==> config.mk <==
export PLATFORM = sky130hd
export DESIGN_NAME = sensor_frame_deframer_top
export DESIGN_NICKNAME = d
export VERILOG_FILES = /design/src/design/sfd_pkg.sv /design/src/design/sfd_cfg_regs.sv /design/src/design/sfd_in_stage.sv /design/src/design/sfd_core.sv /design/src/design/sensor_frame_deframer_top.sv
export VERILOG_INCLUDE_DIRS = /design/src /design/src/design
export SDC_FILE = /design/constraint.sdc
export NUM_CORES = 1
export LEC_CHECK = 0
export BUFFER_PORTS_ARGS = -buffer_cell sky130_fd_sc_hd__buf_2
export CORE_ASPECT_RATIO = 1.25
export CORE_MARGIN = 1.5
export CORE_UTILIZATION = 45
export DETAILED_ROUTE_END_ITERATION = 16
export GPL_TIMING_DRIVEN = 0
export PLACE_DENSITY = 0.66
export SETUP_SLACK_MARGIN = 0.5
export SYNTH_ARGS = -nofsm -noshare
export SYNTH_HDL_FRONTEND = slang
export SYNTH_HIERARCHICAL = 1
export SYNTH_SLANG_ARGS = --single-unit
==> constraint.sdc <==
create_clock -name clk -period 7.23 [get_ports clk]
set_clock_uncertainty 0.05 [all_clocks]
set_input_delay 0.723 -clock clk [delete_from_list [all_inputs] [get_ports clk]]
set_output_delay 0.723 -clock clk [all_outputs]
set_load 0.01 [all_outputs]
==> src/design/sensor_frame_deframer_top_assert.svh <==
// Assertion macros used by the deframer core module.
// Simulation gets real concurrent assertions; synthesis sees empty bodies.
`ifndef SENSOR_FRAME_DEFRAMER_TOP_ASSERT_SVH
`define SENSOR_FRAME_DEFRAMER_TOP_ASSERT_SVH

`ifndef SYNTHESIS

`define SFD_ASSERT(label, clk, rst_n, prop) \
    label: assert property (@(posedge clk) disable iff (!rst_n) (prop)) \
        else $error("sensor frame deframer assertion failed");

`define SFD_ASSERT_NEXT(label, clk, rst_n, cond, expr) \
    label: assert property (@(posedge clk) disable iff (!rst_n) (cond) |=> (expr)) \
        else $error("sensor frame deframer assertion failed");

`else

`define SFD_ASSERT(label, clk, rst_n, prop)

`define SFD_ASSERT_NEXT(label, clk, rst_n, cond, expr)

`endif

`endif

==> src/design/sfd_pkg.sv <==
`timescale 1ns / 1ps

package sfd_pkg;

    localparam int PAYLOAD_BYTES      = 8;
    localparam int PAYLOAD_COUNT_W    = 4;
    localparam int PAYLOAD_IDX_W      = 3;
    localparam int SAMPLE_SLOTS       = 6;
    localparam int SAMPLE_W           = 10;
    localparam int SAMPLE_COUNT_DEF   = 6;
    localparam int CFG_INDEX_W        = 2;
    localparam int CFG_DATA_W         = 16;

    localparam logic [1:0] CMD_REQUEST = 2'd0;
    localparam logic [1:0] CMD_BYTE    = 2'd1;
    localparam logic [1:0] CMD_TICK    = 2'd2;

    localparam logic [1:0] STATUS_GOOD    = 2'd0;
    localparam logic [1:0] STATUS_TIMEOUT = 2'd1;
    localparam logic [1:0] STATUS_BAD     = 2'd2;

    localparam logic [1:0] SYNC_HUNT  = 2'd0;
    localparam logic [1:0] SYNC_FIRST = 2'd1;
    localparam logic [1:0] SYNC_BOTH  = 2'd2;

    localparam logic [CFG_INDEX_W-1:0] REG_SYNC_FIRST    = 2'd0;
    localparam logic [CFG_INDEX_W-1:0] REG_SYNC_SECOND   = 2'd1;
    localparam logic [CFG_INDEX_W-1:0] REG_TIMEOUT_TICKS = 2'd2;

    localparam logic [7:0]  SYNC_FIRST_RESET    = 8'hA5;
    localparam logic [7:0]  SYNC_SECOND_RESET   = 8'h5A;
    localparam logic [15:0] TIMEOUT_TICKS_RESET = 16'd12000;

    typedef struct packed {
        logic [1:0] command;
        logic [7:0] rx_byte;
    } in_item_t;

    typedef struct packed {
        logic [1:0]  status;
        logic [9:0]  sample_0;
        logic [9:0]  sample_1;
        logic [9:0]  sample_2;
        logic [9:0]  sample_3;
        logic [9:0]  sample_4;
        logic [9:0]  sample_5;
        logic [31:0] requests_seen;
        logic [31:0] timeouts_seen;
        logic [31:0] bad_frames_seen;
    } out_item_t;

    typedef struct packed {
        logic [7:0]  sync_first;
        logic [7:0]  sync_second;
        logic [15:0] timeout_ticks;
    } cfg_t;

endpackage

==> src/design/sfd_cfg_regs.sv <==
`timescale 1ns / 1ps

module sfd_cfg_regs
(
    input  logic                               clk,
    input  logic                               rst_n,
    input  logic                               cfg_valid,
    output logic                               cfg_ready,
    input  logic [sfd_pkg::CFG_INDEX_W-1:0]    cfg_index,
    input  logic [sfd_pkg::CFG_DATA_W-1:0]     cfg_data,
    output sfd_pkg::cfg_t                      cfg
);

    sfd_pkg::cfg_t cfg_reg;

    assign cfg_ready = 1'b1;
    assign cfg       = cfg_reg;

    always_ff @(posedge clk or negedge rst_n)
    begin
        if (!rst_n)
        begin
            cfg_reg.sync_first    <= sfd_pkg::SYNC_FIRST_RESET;
            cfg_reg.sync_second   <= sfd_pkg::SYNC_SECOND_RESET;
            cfg_reg.timeout_ticks <= sfd_pkg::TIMEOUT_TICKS_RESET;
        end
        else if (cfg_valid)
        begin
            unique case (cfg_index)
                sfd_pkg::REG_SYNC_FIRST:    cfg_reg.sync_first    <= cfg_data[7:0];
                sfd_pkg::REG_SYNC_SECOND:   cfg_reg.sync_second   <= cfg_data[7:0];
                sfd_pkg::REG_TIMEOUT_TICKS: cfg_reg.timeout_ticks <= cfg_data;
                default:
                begin
                end
            endcase
        end
    end

endmodule

==> src/design/sfd_in_stage.sv <==
`timescale 1ns / 1ps

module sfd_in_stage
(
    input  logic              clk,
    input  logic              rst_n,
    input  logic              in_valid,
    output logic              in_ready,
    input  sfd_pkg::in_item_t in_data,
    output logic              item_valid,
    output sfd_pkg::in_item_t item,
    input  logic              item_take
);

    logic              valid_reg;
    logic              valid_next;
    sfd_pkg::in_item_t item_reg;

    assign in_ready   = !valid_reg || item_take;
    assign item_valid = valid_reg;
    assign item       = item_reg;

    always_comb
    begin
        valid_next = valid_reg;
        if (in_valid && in_ready)
            valid_next = 1'b1;
        else if (item_take)
            valid_next = 1'b0;
    end

    always_ff @(posedge clk or negedge rst_n)
    begin
        if (!rst_n)
            valid_reg <= 1'b0;
        else
            valid_reg <= valid_next;
    end

    always_ff @(posedge clk)
    begin
        if (in_valid && in_ready)
            item_reg <= in_data;
    end

endmodule

==> src/design/sfd_core.sv <==
`timescale 1ns / 1ps
`include "sensor_frame_deframer_top_assert.svh"

module sfd_core
#(
    parameter int SAMPLE_COUNT = sfd_pkg::SAMPLE_COUNT_DEF
)
(
    input  logic               clk,
    input  logic               rst_n,
    input  sfd_pkg::cfg_t      cfg,
    input  logic               item_valid,
    input  sfd_pkg::in_item_t  item,
    output logic               item_take,
    output logic               out_valid,
    input  logic               out_ready,
    output sfd_pkg::out_item_t out_data
);

    logic                                armed_reg, armed_next;
    logic [1:0]                          sync_stage_reg, sync_stage_next;
    logic [sfd_pkg::PAYLOAD_COUNT_W-1:0] payload_count_reg, payload_count_next;
    logic [7:0]                          running_xor_reg, running_xor_next;
    logic [15:0]                         elapsed_ticks_reg, elapsed_ticks_next;
    logic [31:0]                         request_total_reg, request_total_next;
    logic [31:0]                         timeout_total_reg, timeout_total_next;
    logic [31:0]                         bad_total_reg, bad_total_next;
    logic [7:0]                          payload_byte_reg [sfd_pkg::PAYLOAD_BYTES];
    logic                                byte_we;
    logic [15:0]                         elapsed_inc;
    logic [sfd_pkg::PAYLOAD_BYTES*8-1:0] payload_word;
    logic [sfd_pkg::SAMPLE_W-1:0]        sample_val [sfd_pkg::SAMPLE_SLOTS];
    logic                                emit;
    logic                                with_samples;
    logic [1:0]                          status;
    logic                                out_valid_reg;
    sfd_pkg::out_item_t                  out_data_reg, result;

    assign item_take   = item_valid && (!out_valid_reg || out_ready);
    assign out_valid   = out_valid_reg;
    assign out_data    = out_data_reg;
    assign elapsed_inc = elapsed_ticks_reg + 16'd1;

    always_comb
    begin
        for (int i = 0; i < sfd_pkg::PAYLOAD_BYTES; i++)
            payload_word[8*i +: 8] = payload_byte_reg[i];
        for (int i = 0; i < sfd_pkg::SAMPLE_SLOTS; i++)
        begin
            if (with_samples && i < SAMPLE_COUNT)
                sample_val[i] = payload_word[sfd_pkg::SAMPLE_W*i +: sfd_pkg::SAMPLE_W];
            else
                sample_val[i] = '0;
        end
    end

    always_comb
    begin
        armed_next         = armed_reg;
        sync_stage_next    = sync_stage_reg;
        payload_count_next = payload_count_reg;
        running_xor_next   = running_xor_reg;
        elapsed_ticks_next = elapsed_ticks_reg;
        request_total_next = request_total_reg;
        timeout_total_next = timeout_total_reg;
        bad_total_next     = bad_total_reg;
        byte_we            = 1'b0;
        emit               = 1'b0;
        with_samples       = 1'b0;
        status             = sfd_pkg::STATUS_GOOD;

        unique case (item.command)
            sfd_pkg::CMD_REQUEST:
            begin
                armed_next         = 1'b1;
                sync_stage_next    = sfd_pkg::SYNC_HUNT;
                payload_count_next = '0;
                running_xor_next   = '0;
                elapsed_ticks_next = '0;
                request_total_next = request_total_reg + 32'd1;
            end
            sfd_pkg::CMD_TICK:
            begin
                if (armed_reg)
                begin
                    elapsed_ticks_next = elapsed_inc;
                    if (elapsed_inc >= cfg.timeout_ticks)
                    begin
                        timeout_total_next = timeout_total_reg + 32'd1;
                        armed_next         = 1'b0;
                        emit               = 1'b1;
                        status             = sfd_pkg::STATUS_TIMEOUT;
                    end
                end
            end
            sfd_pkg::CMD_BYTE:
            begin
                if (armed_reg)
                begin
                    priority if (sync_stage_reg == sfd_pkg::SYNC_FIRST)
                    begin
                        if (item.rx_byte == cfg.sync_second)
                            sync_stage_next = sfd_pkg::SYNC_BOTH;
                        else if (item.rx_byte == cfg.sync_first)
                            sync_stage_next = sfd_pkg::SYNC_FIRST;
                        else
                            sync_stage_next = sfd_pkg::SYNC_HUNT;
                    end
                    else if (sync_stage_reg != sfd_pkg::SYNC_BOTH)
                    begin
                        if (item.rx_byte == cfg.sync_first)
                            sync_stage_next = sfd_pkg::SYNC_FIRST;
                        else
                            sync_stage_next = sfd_pkg::SYNC_HUNT;
                    end
                    else if (payload_count_reg <
                             sfd_pkg::PAYLOAD_COUNT_W'(sfd_pkg::PAYLOAD_BYTES))
                    begin
                        byte_we            = 1'b1;
                        running_xor_next   = running_xor_reg ^ item.rx_byte;
                        payload_count_next = payload_count_reg + 1'b1;
                    end
                    else if (item.rx_byte != running_xor_reg)
                    begin
                        bad_total_next     = bad_total_reg + 32'd1;
                        sync_stage_next    = sfd_pkg::SYNC_HUNT;
                        payload_count_next = '0;
                        running_xor_next   = '0;
                        emit               = 1'b1;
                        status             = sfd_pkg::STATUS_BAD;
                    end
                    else
                    begin
                        armed_next   = 1'b0;
                        emit         = 1'b1;
                        with_samples = 1'b1;
                        status       = sfd_pkg::STATUS_GOOD;
                    end
                end
            end
            default:
            begin
            end
        endcase
    end

    always_comb
    begin
        result.status          = status;
        result.sample_0        = sample_val[0];
        result.sample_1        = sample_val[1];
        result.sample_2        = sample_val[2];
        result.sample_3        = sample_val[3];
        result.sample_4        = sample_val[4];
        result.sample_5        = sample_val[5];
        result.requests_seen   = request_total_next;
        result.timeouts_seen   = timeout_total_next;
        result.bad_frames_seen = bad_total_next;
    end

    always_ff @(posedge clk or negedge rst_n)
    begin
        if (!rst_n)
        begin
            armed_reg         <= 1'b0;
            sync_stage_reg    <= sfd_pkg::SYNC_HUNT;
            payload_count_reg <= '0;
            running_xor_reg   <= '0;
            elapsed_ticks_reg <= '0;
            request_total_reg <= '0;
            timeout_total_reg <= '0;
            bad_total_reg     <= '0;
            out_valid_reg     <= 1'b0;
        end
        else
        begin
            if (item_take)
            begin
                armed_reg         <= armed_next;
                sync_stage_reg    <= sync_stage_next;
                payload_count_reg <= payload_count_next;
                running_xor_reg   <= running_xor_next;
                elapsed_ticks_reg <= elapsed_ticks_next;
                request_total_reg <= request_total_next;
                timeout_total_reg <= timeout_total_next;
                bad_total_reg     <= bad_total_next;
                out_valid_reg     <= emit;
            end
            else if (out_ready)
            begin
                out_valid_reg <= 1'b0;
            end
        end
    end

    always_ff @(posedge clk)
    begin
        if (item_take && byte_we)
            payload_byte_reg[payload_count_reg[sfd_pkg::PAYLOAD_IDX_W-1:0]] <= item.rx_byte;
        if (item_take && emit)
            out_data_reg <= result;
    end

    `SFD_ASSERT(a_count_bounded, clk, rst_n,
        payload_count_reg <= sfd_pkg::PAYLOAD_COUNT_W'(sfd_pkg::PAYLOAD_BYTES))
    `SFD_ASSERT(a_payload_after_sync, clk, rst_n,
        (payload_count_reg != '0) |-> (sync_stage_reg == sfd_pkg::SYNC_BOTH))
    `SFD_ASSERT_NEXT(a_good_disarms, clk, rst_n,
        item_take && emit && with_samples, !armed_reg && out_valid_reg)
    `SFD_ASSERT_NEXT(a_timeout_counted, clk, rst_n,
        item_take && emit && status == sfd_pkg::STATUS_TIMEOUT,
        timeout_total_reg == $past(timeout_total_reg) + 32'd1)

endmodule

==> src/design/sensor_frame_deframer_top.sv <==
`timescale 1ns / 1ps

// Sensor frame deframer. A request transaction arms the receiver; byte
// transactions are then searched for the two-byte sync word, eight payload bytes
// are collected and an XOR checksum byte closes the frame. A good frame returns
// six 10-bit samples, a checksum mismatch or a timeout (counted in tick
// transactions) returns a status with zero samples, and every result carries the
// request, timeout and bad-frame counters. One input transaction is taken every
// clock cycle while the result register is empty or being read. An accepted
// input is held in the input register, the parser works on it combinationally
// and its result is loaded into the result register when the item is taken. The
// input register advances whenever the result register is empty or being read,
// so a pending result only stalls the input once a second item is waiting behind
// it. Configuration registers are written through the cfg channel, which is
// always ready, and must only be written while idle.
module sensor_frame_deframer_top
#(
    parameter int SAMPLE_COUNT = sfd_pkg::SAMPLE_COUNT_DEF
)
(
    input  logic                            clk,
    input  logic                            rst_n,
    input  logic                            in_valid,
    output logic                            in_ready,
    input  sfd_pkg::in_item_t               in_data,
    output logic                            out_valid,
    input  logic                            out_ready,
    output sfd_pkg::out_item_t              out_data,
    input  logic                            cfg_valid,
    output logic                            cfg_ready,
    input  logic [sfd_pkg::CFG_INDEX_W-1:0] cfg_index,
    input  logic [sfd_pkg::CFG_DATA_W-1:0]  cfg_data
);

    sfd_pkg::cfg_t     cfg;
    logic              item_valid;
    logic              item_take;
    sfd_pkg::in_item_t item;

    sfd_cfg_regs u_cfg_regs
    (
        .clk       (clk),
        .rst_n     (rst_n),
        .cfg_valid (cfg_valid),
        .cfg_ready (cfg_ready),
        .cfg_index (cfg_index),
        .cfg_data  (cfg_data),
        .cfg       (cfg)
    );

    sfd_in_stage u_in_stage
    (
        .clk        (clk),
        .rst_n      (rst_n),
        .in_valid   (in_valid),
        .in_ready   (in_ready),
        .in_data    (in_data),
        .item_valid (item_valid),
        .item       (item),
        .item_take  (item_take)
    );

    sfd_core
    #(
        .SAMPLE_COUNT (SAMPLE_COUNT)
    )
    u_core
    (
        .clk        (clk),
        .rst_n      (rst_n),
        .cfg        (cfg),
        .item_valid (item_valid),
        .item       (item),
        .item_take  (item_take),
        .out_valid  (out_valid),
        .out_ready  (out_ready),
        .out_data   (out_data)
    );

endmodule
==> results of run 1 <==
-- routing by layer --
metal | vias to the layer above | share of wire (%) | wire length, um | track usage [%]
li1 | 5129 | - | - | -
met1 | 5257 | 43 | 15100 | 23.66
met2 | 222 | 51 | 18030 | 31.07
met3 | 58 | 4.1 | 1447 | 2.955
met4 | 2 | 2.6 | 923 | 6.587
met5 | - | 0.020 | 7 | 0
-- worst paths after layout --
path	startpoint	endpoint	slack, ns	cells past startpoint
max	u_core/elapsed_ticks_reg[2]$_DFFE_PN0P_	u_core/out_data[125]$_SDFFCE_PN0P_	2.24	14
min	rst_n	u_core/timeout_total_reg[9]$_DFFE_PN0P_	0.06	1
max reg2reg	u_core/elapsed_ticks_reg[2]$_DFFE_PN0P_	u_core/out_data[125]$_SDFFCE_PN0P_	2.24	14
min reg2reg	u_core/bad_total_reg[31]$_DFFE_PN0P_	u_core/bad_total_reg[31]$_DFFE_PN0P_	0.44	1
max in group asynchronous	rst_n	u_core/bad_total_reg[10]$_DFFE_PN0P_	6.16	2
min in group clk	in_data[9]	u_in_stage/item[9]$_DFFE_PP_	0.32	1
-- layout by cell type (no fill, tap or decap), types with 4 or more instances in the layout --
| master | Yosys | routed |
|---|---|---|
| and3_1 | 22 | 21 |
| clkinv_1 | 1 | 4 |
| xor2_1 | 151 | 151 |
| ha_1 | 25 | 25 |
| a22o_1 | 6 | 6 |
| diode_2 | 0 | 5 |
| a21oi_1 | 11 | 11 |
| dfstp_2 | 15 | 15 |
| dfrtp_1 | 146 | 146 |
| nand2_1 | 96 | 96 |
| clkbuf_1 | 34 | 38 |
| and4_1 | 6 | 6 |
| nand2b_1 | 6 | 6 |
| inv_1 | 26 | 26 |
| a21o_1 | 4 | 4 |
| clkinv_4 | 0 | 5 |
| edfxtp_1 | 228 | 228 |
| nand4_1 | 27 | 27 |
| nor4_2 | 8 | 9 |
| nor4_1 | 18 | 17 |
| o31ai_1 | 4 | 4 |
| xnor2_1 | 73 | 73 |
| nor3_1 | 72 | 72 |
| buf_4 | 3 | 4 |
| and2_1 | 63 | 63 |
| mux2_2 | 38 | 38 |
| clkbuf_2 | 9 | 9 |
| o21ai_0 | 39 | 39 |
| nor2_1 | 77 | 77 |
| nand3_1 | 53 | 53 |
| clkbuf_16 | 0 | 42 |
| buf_2 | 7 | 198 |
| clkinv_2 | 0 | 9 |
| or3_1 | 8 | 8 |
-- cells by family after synthesis --
logic type                 count (synthesis)  synth area share, %
and+or+nand+nor                          486                15.63
DFF                                      389                63.75
xor gates and xnor gates                 224                11.48
buffers and inverters                     85                2.138
AOI/OAI and AO/OA                         74                2.643
muxes                                     38                2.504
adders and majority gates                 25                1.830
other                                      1              0.02194
-- cell type report --
cell class                      instances  area (um2)  share of cell area, %
Sequential cell                       389       10890                  54.17
Multi-Input combinational cell        848        5841                  29.04
Clock buffer                           48        1094                  5.438
Timing Repair Buffer                  196        1061                  5.276
Tap cell                              486       608.1                  3.024
Buffer                                 58       264.0                  1.313
Clock inverter                         26       235.2                  1.170
Inverter                               27       101.3                 0.5040
Antenna cell                            5       12.51                0.06222
-- worst register-to-register path, delay by kind of cell (launching register included) --
family	cells	cell delay, ns
and+or+nand+nor	4	1.47
AOI/OAI and AO/OA	5	1.47
DFF	1	0.32
adders and majority gates	1	0.30
xor gates and xnor gates	1	0.22
buffers and inverters	3	0.80
-- metrics by stage --
stage	hold slack, ns	setup WS (ns)	area (um2)
detailed placement	0.4366	2.226	18760
CTS	0.07245	2.186	20090
global placement	0.4241	0.7707	18660
floorplan	0.3774	2.262	17090
global route	0.09461	1.955	20110
finish	0.05706	2.239	20110
-- power by group through the flow --
stage	logic (mW)	registers (mW)	clock network, mW
final	0.257	2.47	2.06
after global routing	0.290	2.48	2.21
after CTS	0.261	2.47	2.13
after detailed placement	0.257	2.52	0
after global placement	0.248	2.52	0
after floorplan	0.172	2.50	0
==> impl_metrics.env, run 1 <==
export IMPL_hold_buffers=0
export IMPL_synth_most_common_cell="edfxtp_1"
export IMPL_io_pins=194
export IMPL_gp_congestion=0.8225
export IMPL_max_freq_ghz=0.2004
export IMPL_ys_seq_area_share_pct=63.75
export IMPL_finalCritPeriodShare_pct=69.03
export IMPL_cp_max_fo=71
export IMPL_synth_edf_count=228
export IMPL_core_area_mm2=0.03736
export IMPL_cts_resized_gates=0
export IMPL_viasPerCell=5.121
export IMPL_p_int_mw=3.726
export IMPL_setup_tns_ns=0
export IMPL_cts_tree="done"
export IMPL_synth_common_cells="edfxtp_1, xor2_1, dfrtp_1"
export IMPL_ys_top_cells_by_area="edfxtp_1, dfrtp_1, xor2_1"
export IMPL_synth_ff_type="edfxtp_1"
export IMPL_clock_sinks=389
export IMPL_maxCapViolations=0
export IMPL_largest_reg_flops=158
export IMPL_start_util_pct=45.74
export IMPL_nets=1618
export IMPL_synth_cells=1322
export IMPL_io_buffers=192
export IMPL_p_clk_share_pct=43.0
export IMPL_antenna_found_initial=6
export IMPL_leakage_nw=8.165
export IMPL_syn_nets=1380
export IMPL_root_buffer="clkbuf_16"
export IMPL_rows=79
export IMPL_fillers=3276
export IMPL_grt_ovfl_total=0
export IMPL_htreeDepth=2
export IMPL_clock_latency_ns=0.55
export IMPL_power_density_mw_per_mm2=238.2
export IMPL_setup_violations=0
export IMPL_drc_errors=0
export IMPL_path_cells="clkbuf_1 > nand4_1 > nor4_1 > and3_1 > xor2_1 > ha_1 > a21oi_1 > o21ai_0 > a21o_1 > a211oi_2 > o21ai_0 > and3_4 > buf_16 > buf_16"
export IMPL_critPathSlowestCell="a211oi_2"
export IMPL_grt_pass1_wl_mm=56.51
export IMPL_syn_to_final_growth_pct=17.68
export IMPL_die_width_um=177.3
export IMPL_cp_data_arrival_time_ns=5.18
export IMPL_dieArea_mm2=0.03916
export IMPL_p_seq_share_pct=51.6
export IMPL_ant_nets=0
export IMPL_syn_area_mm2=0.01709
export IMPL_tightest_slew_ns=1.193
export IMPL_synth_top_area_share_pct=40.06
export IMPL_power_frac_comb_pct=5.4
export IMPL_dpl_hpwl_mm=24.51
export IMPL_synth_area_per_cell_um2=12.93
export IMPL_final_util_pct=53.82
export IMPL_startpoint_type="register"
export IMPL_yosys_warnings=6
export IMPL_sw_frac_of_total_pct=22.20
export IMPL_status="finished clean"
export IMPL_drive_gt1_share_pct=23.49
export IMPL_ys_seq_elements=389
export IMPL_finalPower_mw=4.790
export IMPL_clkTransAtPathRegs_ns=0.06
export IMPL_rsz0062_at_grt="no"
export IMPL_switchingPower_mw=1.063
export IMPL_finalHoldViolCount=0
export IMPL_fin_cells=2083
export IMPL_grt_max_degree=94
export IMPL_grt_pass1_vias=10503
export IMPL_crit_path_max_incr_delay_ns=0.75
export IMPL_maxSlewHeadroom_pct=19.86
export IMPL_synth_top_cell_by_area="edfxtp_1"
export IMPL_cts_buffers=40
export IMPL_critical_path_class="register to register"
export IMPL_clockBufferDepth=3
export IMPL_post_cts_setup_buffer_count=0
export IMPL_required_ns=7.42
export IMPL_ir_worst_vdd_mv=0.1956
export IMPL_drt_wl_total_mm=35.51
export IMPL_yosys_cell_types_count=63
export IMPL_hold_path_class="primary input to async pin"
export IMPL_crit_buf_inv=3
export IMPL_crit_family="simple AND/OR/NAND/NOR gates"
export IMPL_report_final_slew_viol_count=0
export IMPL_final_min_clock_period_ns=4.991
export IMPL_die_h_um=220.9
export IMPL_cp_end_kind="register"
export IMPL_vias=10668
export IMPL_drtIter0Drc=677
export IMPL_synth_async_reset_ratio_pct=41.39
export IMPL_wire_per_inst_um=17.05
export IMPL_placedCellCount=2003
export IMPL_drtPass1Iterations=5
export IMPL_grt_usage_pct=18.33
(Power assumes the default switching activity.)
==> run 2: changes to the inputs <==
--- a/config.mk
+++ b/config.mk
@@ -12,7 +12,6 @@
 export CORE_UTILIZATION = 45
 export DETAILED_ROUTE_END_ITERATION = 16
 export GPL_TIMING_DRIVEN = 0
-export PLACE_DENSITY = 0.66
 export SETUP_SLACK_MARGIN = 0.5
 export SYNTH_ARGS = -nofsm -noshare
 export SYNTH_HDL_FRONTEND = slang
==> constraint.sdc (replaced) <==
create_clock -name clk -period 4.75 [get_ports clk]
set_clock_uncertainty 0.05 [all_clocks]
set_input_delay 0.475 -clock clk [delete_from_list [all_inputs] [get_ports clk]]
set_output_delay 0.475 -clock clk [all_outputs]
set_load 0.01 [all_outputs]
==> impl_metrics.env, run 2 (synthesized netlist as in run 1, its figures left out) <==
export IMPL_r2r_start="u_core/elapsed_ticks_reg[2]$_DFFE_PN0P_"
export IMPL_cts_tree="done"
export IMPL_die_h_um=220.9
export IMPL_tightest_slew_ns=1.277
export IMPL_antenna_cells=0
export IMPL_layout_common_cells="edfxtp_1, buf_2, xor2_1"
export IMPL_cts_buffers=39
export IMPL_syn_to_final_growth_pct=17.95
export IMPL_finalCritPeriodShare_pct=83.55
export IMPL_nets=1626
export IMPL_rows=79
export IMPL_cp_max_fo=51
export IMPL_final_min_clock_period_ns=3.969
export IMPL_clock_latency_ns=0.55
export IMPL_drtPass1Iterations=6
export IMPL_drc_errors=0
export IMPL_vias=10620
export IMPL_finalHoldViolCount=0
export IMPL_ant_nets=0
export IMPL_min_path_cells=1
export IMPL_ir_worst_vdd_mv=0.2597
export IMPL_power_frac_comb_pct=5.4
export IMPL_dpl_hpwl_mm=24.00
export IMPL_fin_ws_ns=0.7814
export IMPL_setup_violations=0
export IMPL_wire_per_inst_um=17.29
export IMPL_max_freq_ghz=0.2520
export IMPL_clkTransAtPathRegs_ns=0.06
export IMPL_leakage_nw=8.198
export IMPL_cp_end_kind="register"
export IMPL_die_width_um=177.3
export IMPL_report_final_slew_viol_count=0
export IMPL_maxSlewHeadroom_pct=14.20
export IMPL_rsz0062_at_grt="yes"
export IMPL_startpoint_type="register"
export IMPL_grt_max_degree=84
export IMPL_largest_reg_flops=158
export IMPL_layout_commonest_cell="edfxtp_1"
export IMPL_io_pins=194
export IMPL_switchingPower_mw=1.594
export IMPL_viasPerCell=5.096
export IMPL_grt_pass1_vias=10174
export IMPL_p_int_mw=5.596
export IMPL_clockBufferDepth=3
export IMPL_drive_gt1_share_pct=23.72
export IMPL_required_ns=4.92
export IMPL_clock_sinks=389
export IMPL_post_place_ws_ns=0.1122
export IMPL_core_area_mm2=0.03736
export IMPL_drtIter0Drc=648
export IMPL_finalPower_mw=7.189
export IMPL_p_clk_share_pct=42.2
export IMPL_sw_frac_of_total_pct=22.17
export IMPL_status="finished clean"
export IMPL_grt_usage_pct=18.52
export IMPL_root_buffer="clkbuf_16"
export IMPL_maxCapViolations=0
export IMPL_antenna_found_initial=3
export IMPL_dieArea_mm2=0.03916
export IMPL_htreeDepth=2
export IMPL_hold_path_class="primary input to register"
export IMPL_grt_ovfl_total=0
export IMPL_fillers=3241
export IMPL_hold_path_end="u_in_stage/item[6]$_DFFE_PP_"
export IMPL_ff2ff_setup_slack_ns=0.78
export IMPL_rr_worst_depth=12
export IMPL_p_seq_share_pct=52.4
export IMPL_rr_endpoint="u_core/out_data[88]$_DFFE_PP_"
export IMPL_start_util_pct=45.74
export IMPL_cp_data_arrival_time_ns=4.14
export IMPL_io_buffers=192
export IMPL_grt_pass1_wl_mm=56.43
export IMPL_gp_congestion=0.8301
export IMPL_min_from="in_data[6]"
export IMPL_drt_wl_total_mm=36.02
export IMPL_power_density_mw_per_mm2=356.7
export IMPL_critical_path_class="register to register"
[run 2: final cells by class]
type / instances / area [um2] / area share, %
tap: 486 / 608.1 / 3.017
multi-input combinational: 850 / 5886 / 29.20
clock buffer: 54 / 1102 / 5.469
clock inverter: 17 / 167.7 / 0.8318
inverter: 27 / 101.3 / 0.5028
timing repair buffer: 203 / 1129 / 5.599
buffer: 58 / 267.8 / 1.328
sequential: 389 / 10890 / 54.05
[run 2: layer usage]
| metal | GRT usage, % | share of wire, % | vias to the layer above |
|---|---|---|---|
| met5 | 0 | 0.11 | - |
| met4 | 5.123 | 2.1 | 6 |
| met3 | 3.316 | 4.5 | 58 |
| met2 | 30.87 | 49 | 226 |
| met1 | 24.80 | 44 | 5187 |
| li1 | - | - | 5143 |
[run 2: stage by stage]
step	hold slack, ns	setup TNS (ns)	instances	instance area (um2)	util, %
6_report	0.04702	0	2084	20160	53.94
3_3_place_gp	0.4247	-92.78	2000	18660	49.95
4_1_cts	0.01809	0	2078	20080	53.73
3_5_place_dp	0.4312	0	2004	18760	50.20
2_1_floorplan	0.1294	0	1322	17090	-
5_1_grt	0.03101	0	2084	20160	53.94
[run 2: what timing repair did]
item,CTS,global route
endpoints found under the setup margin,172,157
gates cloned,2,1
buffers inserted,0,5
gates resized for setup,5,9
hold buffers,1,0
pin swaps,1,1
endpoints found under the hold margin,67,0
[run 2: power groups by stage]
stage	clock, mW	sequential [mW]	combinational (mW)
final	3.03	3.77	0.392
after global routing	3.25	3.78	0.443
after CTS	3.12	3.77	0.399
after detailed placement	0	3.84	0.390
after global placement	0	3.83	0.378
after floorplan	0	3.81	0.262
[run 2: worst max-delay path by stage]
stage	from	end	slack, ns	cells past startpoint
floorplan	u_core/elapsed_ticks_reg[2]$_DFFE_PN0P_	u_core/out_data[0]$_DFFE_PP_	0.54	11
global placement	u_core/elapsed_ticks_reg[2]$_DFFE_PN0P_	u_core/out_data[106]$_SDFFCE_PN0P_	-0.59	11
detailed placement	u_core/elapsed_ticks_reg[2]$_DFFE_PN0P_	u_core/out_data[82]$_DFFE_PP_	0.11	13
CTS	u_core/elapsed_ticks_reg[2]$_DFFE_PN0P_	u_core/out_data[82]$_DFFE_PP_	0.51	12
global route	u_core/elapsed_ticks_reg[2]$_DFFE_PN0P_	u_core/out_data[36]$_DFFE_PP_	0.49	13
finish	u_core/elapsed_ticks_reg[2]$_DFFE_PN0P_	u_core/out_data[88]$_DFFE_PP_	0.78	12
[run 2: critical path: stages (launching register included)]
cell and delay, ns:
dfrtp_1 0.32, clkbuf_1 0.25, nand4_1 0.21, nor4_2 0.37, and3_1 0.27, xor2_1 0.10
ha_1 0.31, nand4_1 0.16, nor4_2 0.40, a211oi_4 0.19, o21ai_4 0.31, and3_4 0.38
buf_12 0.29
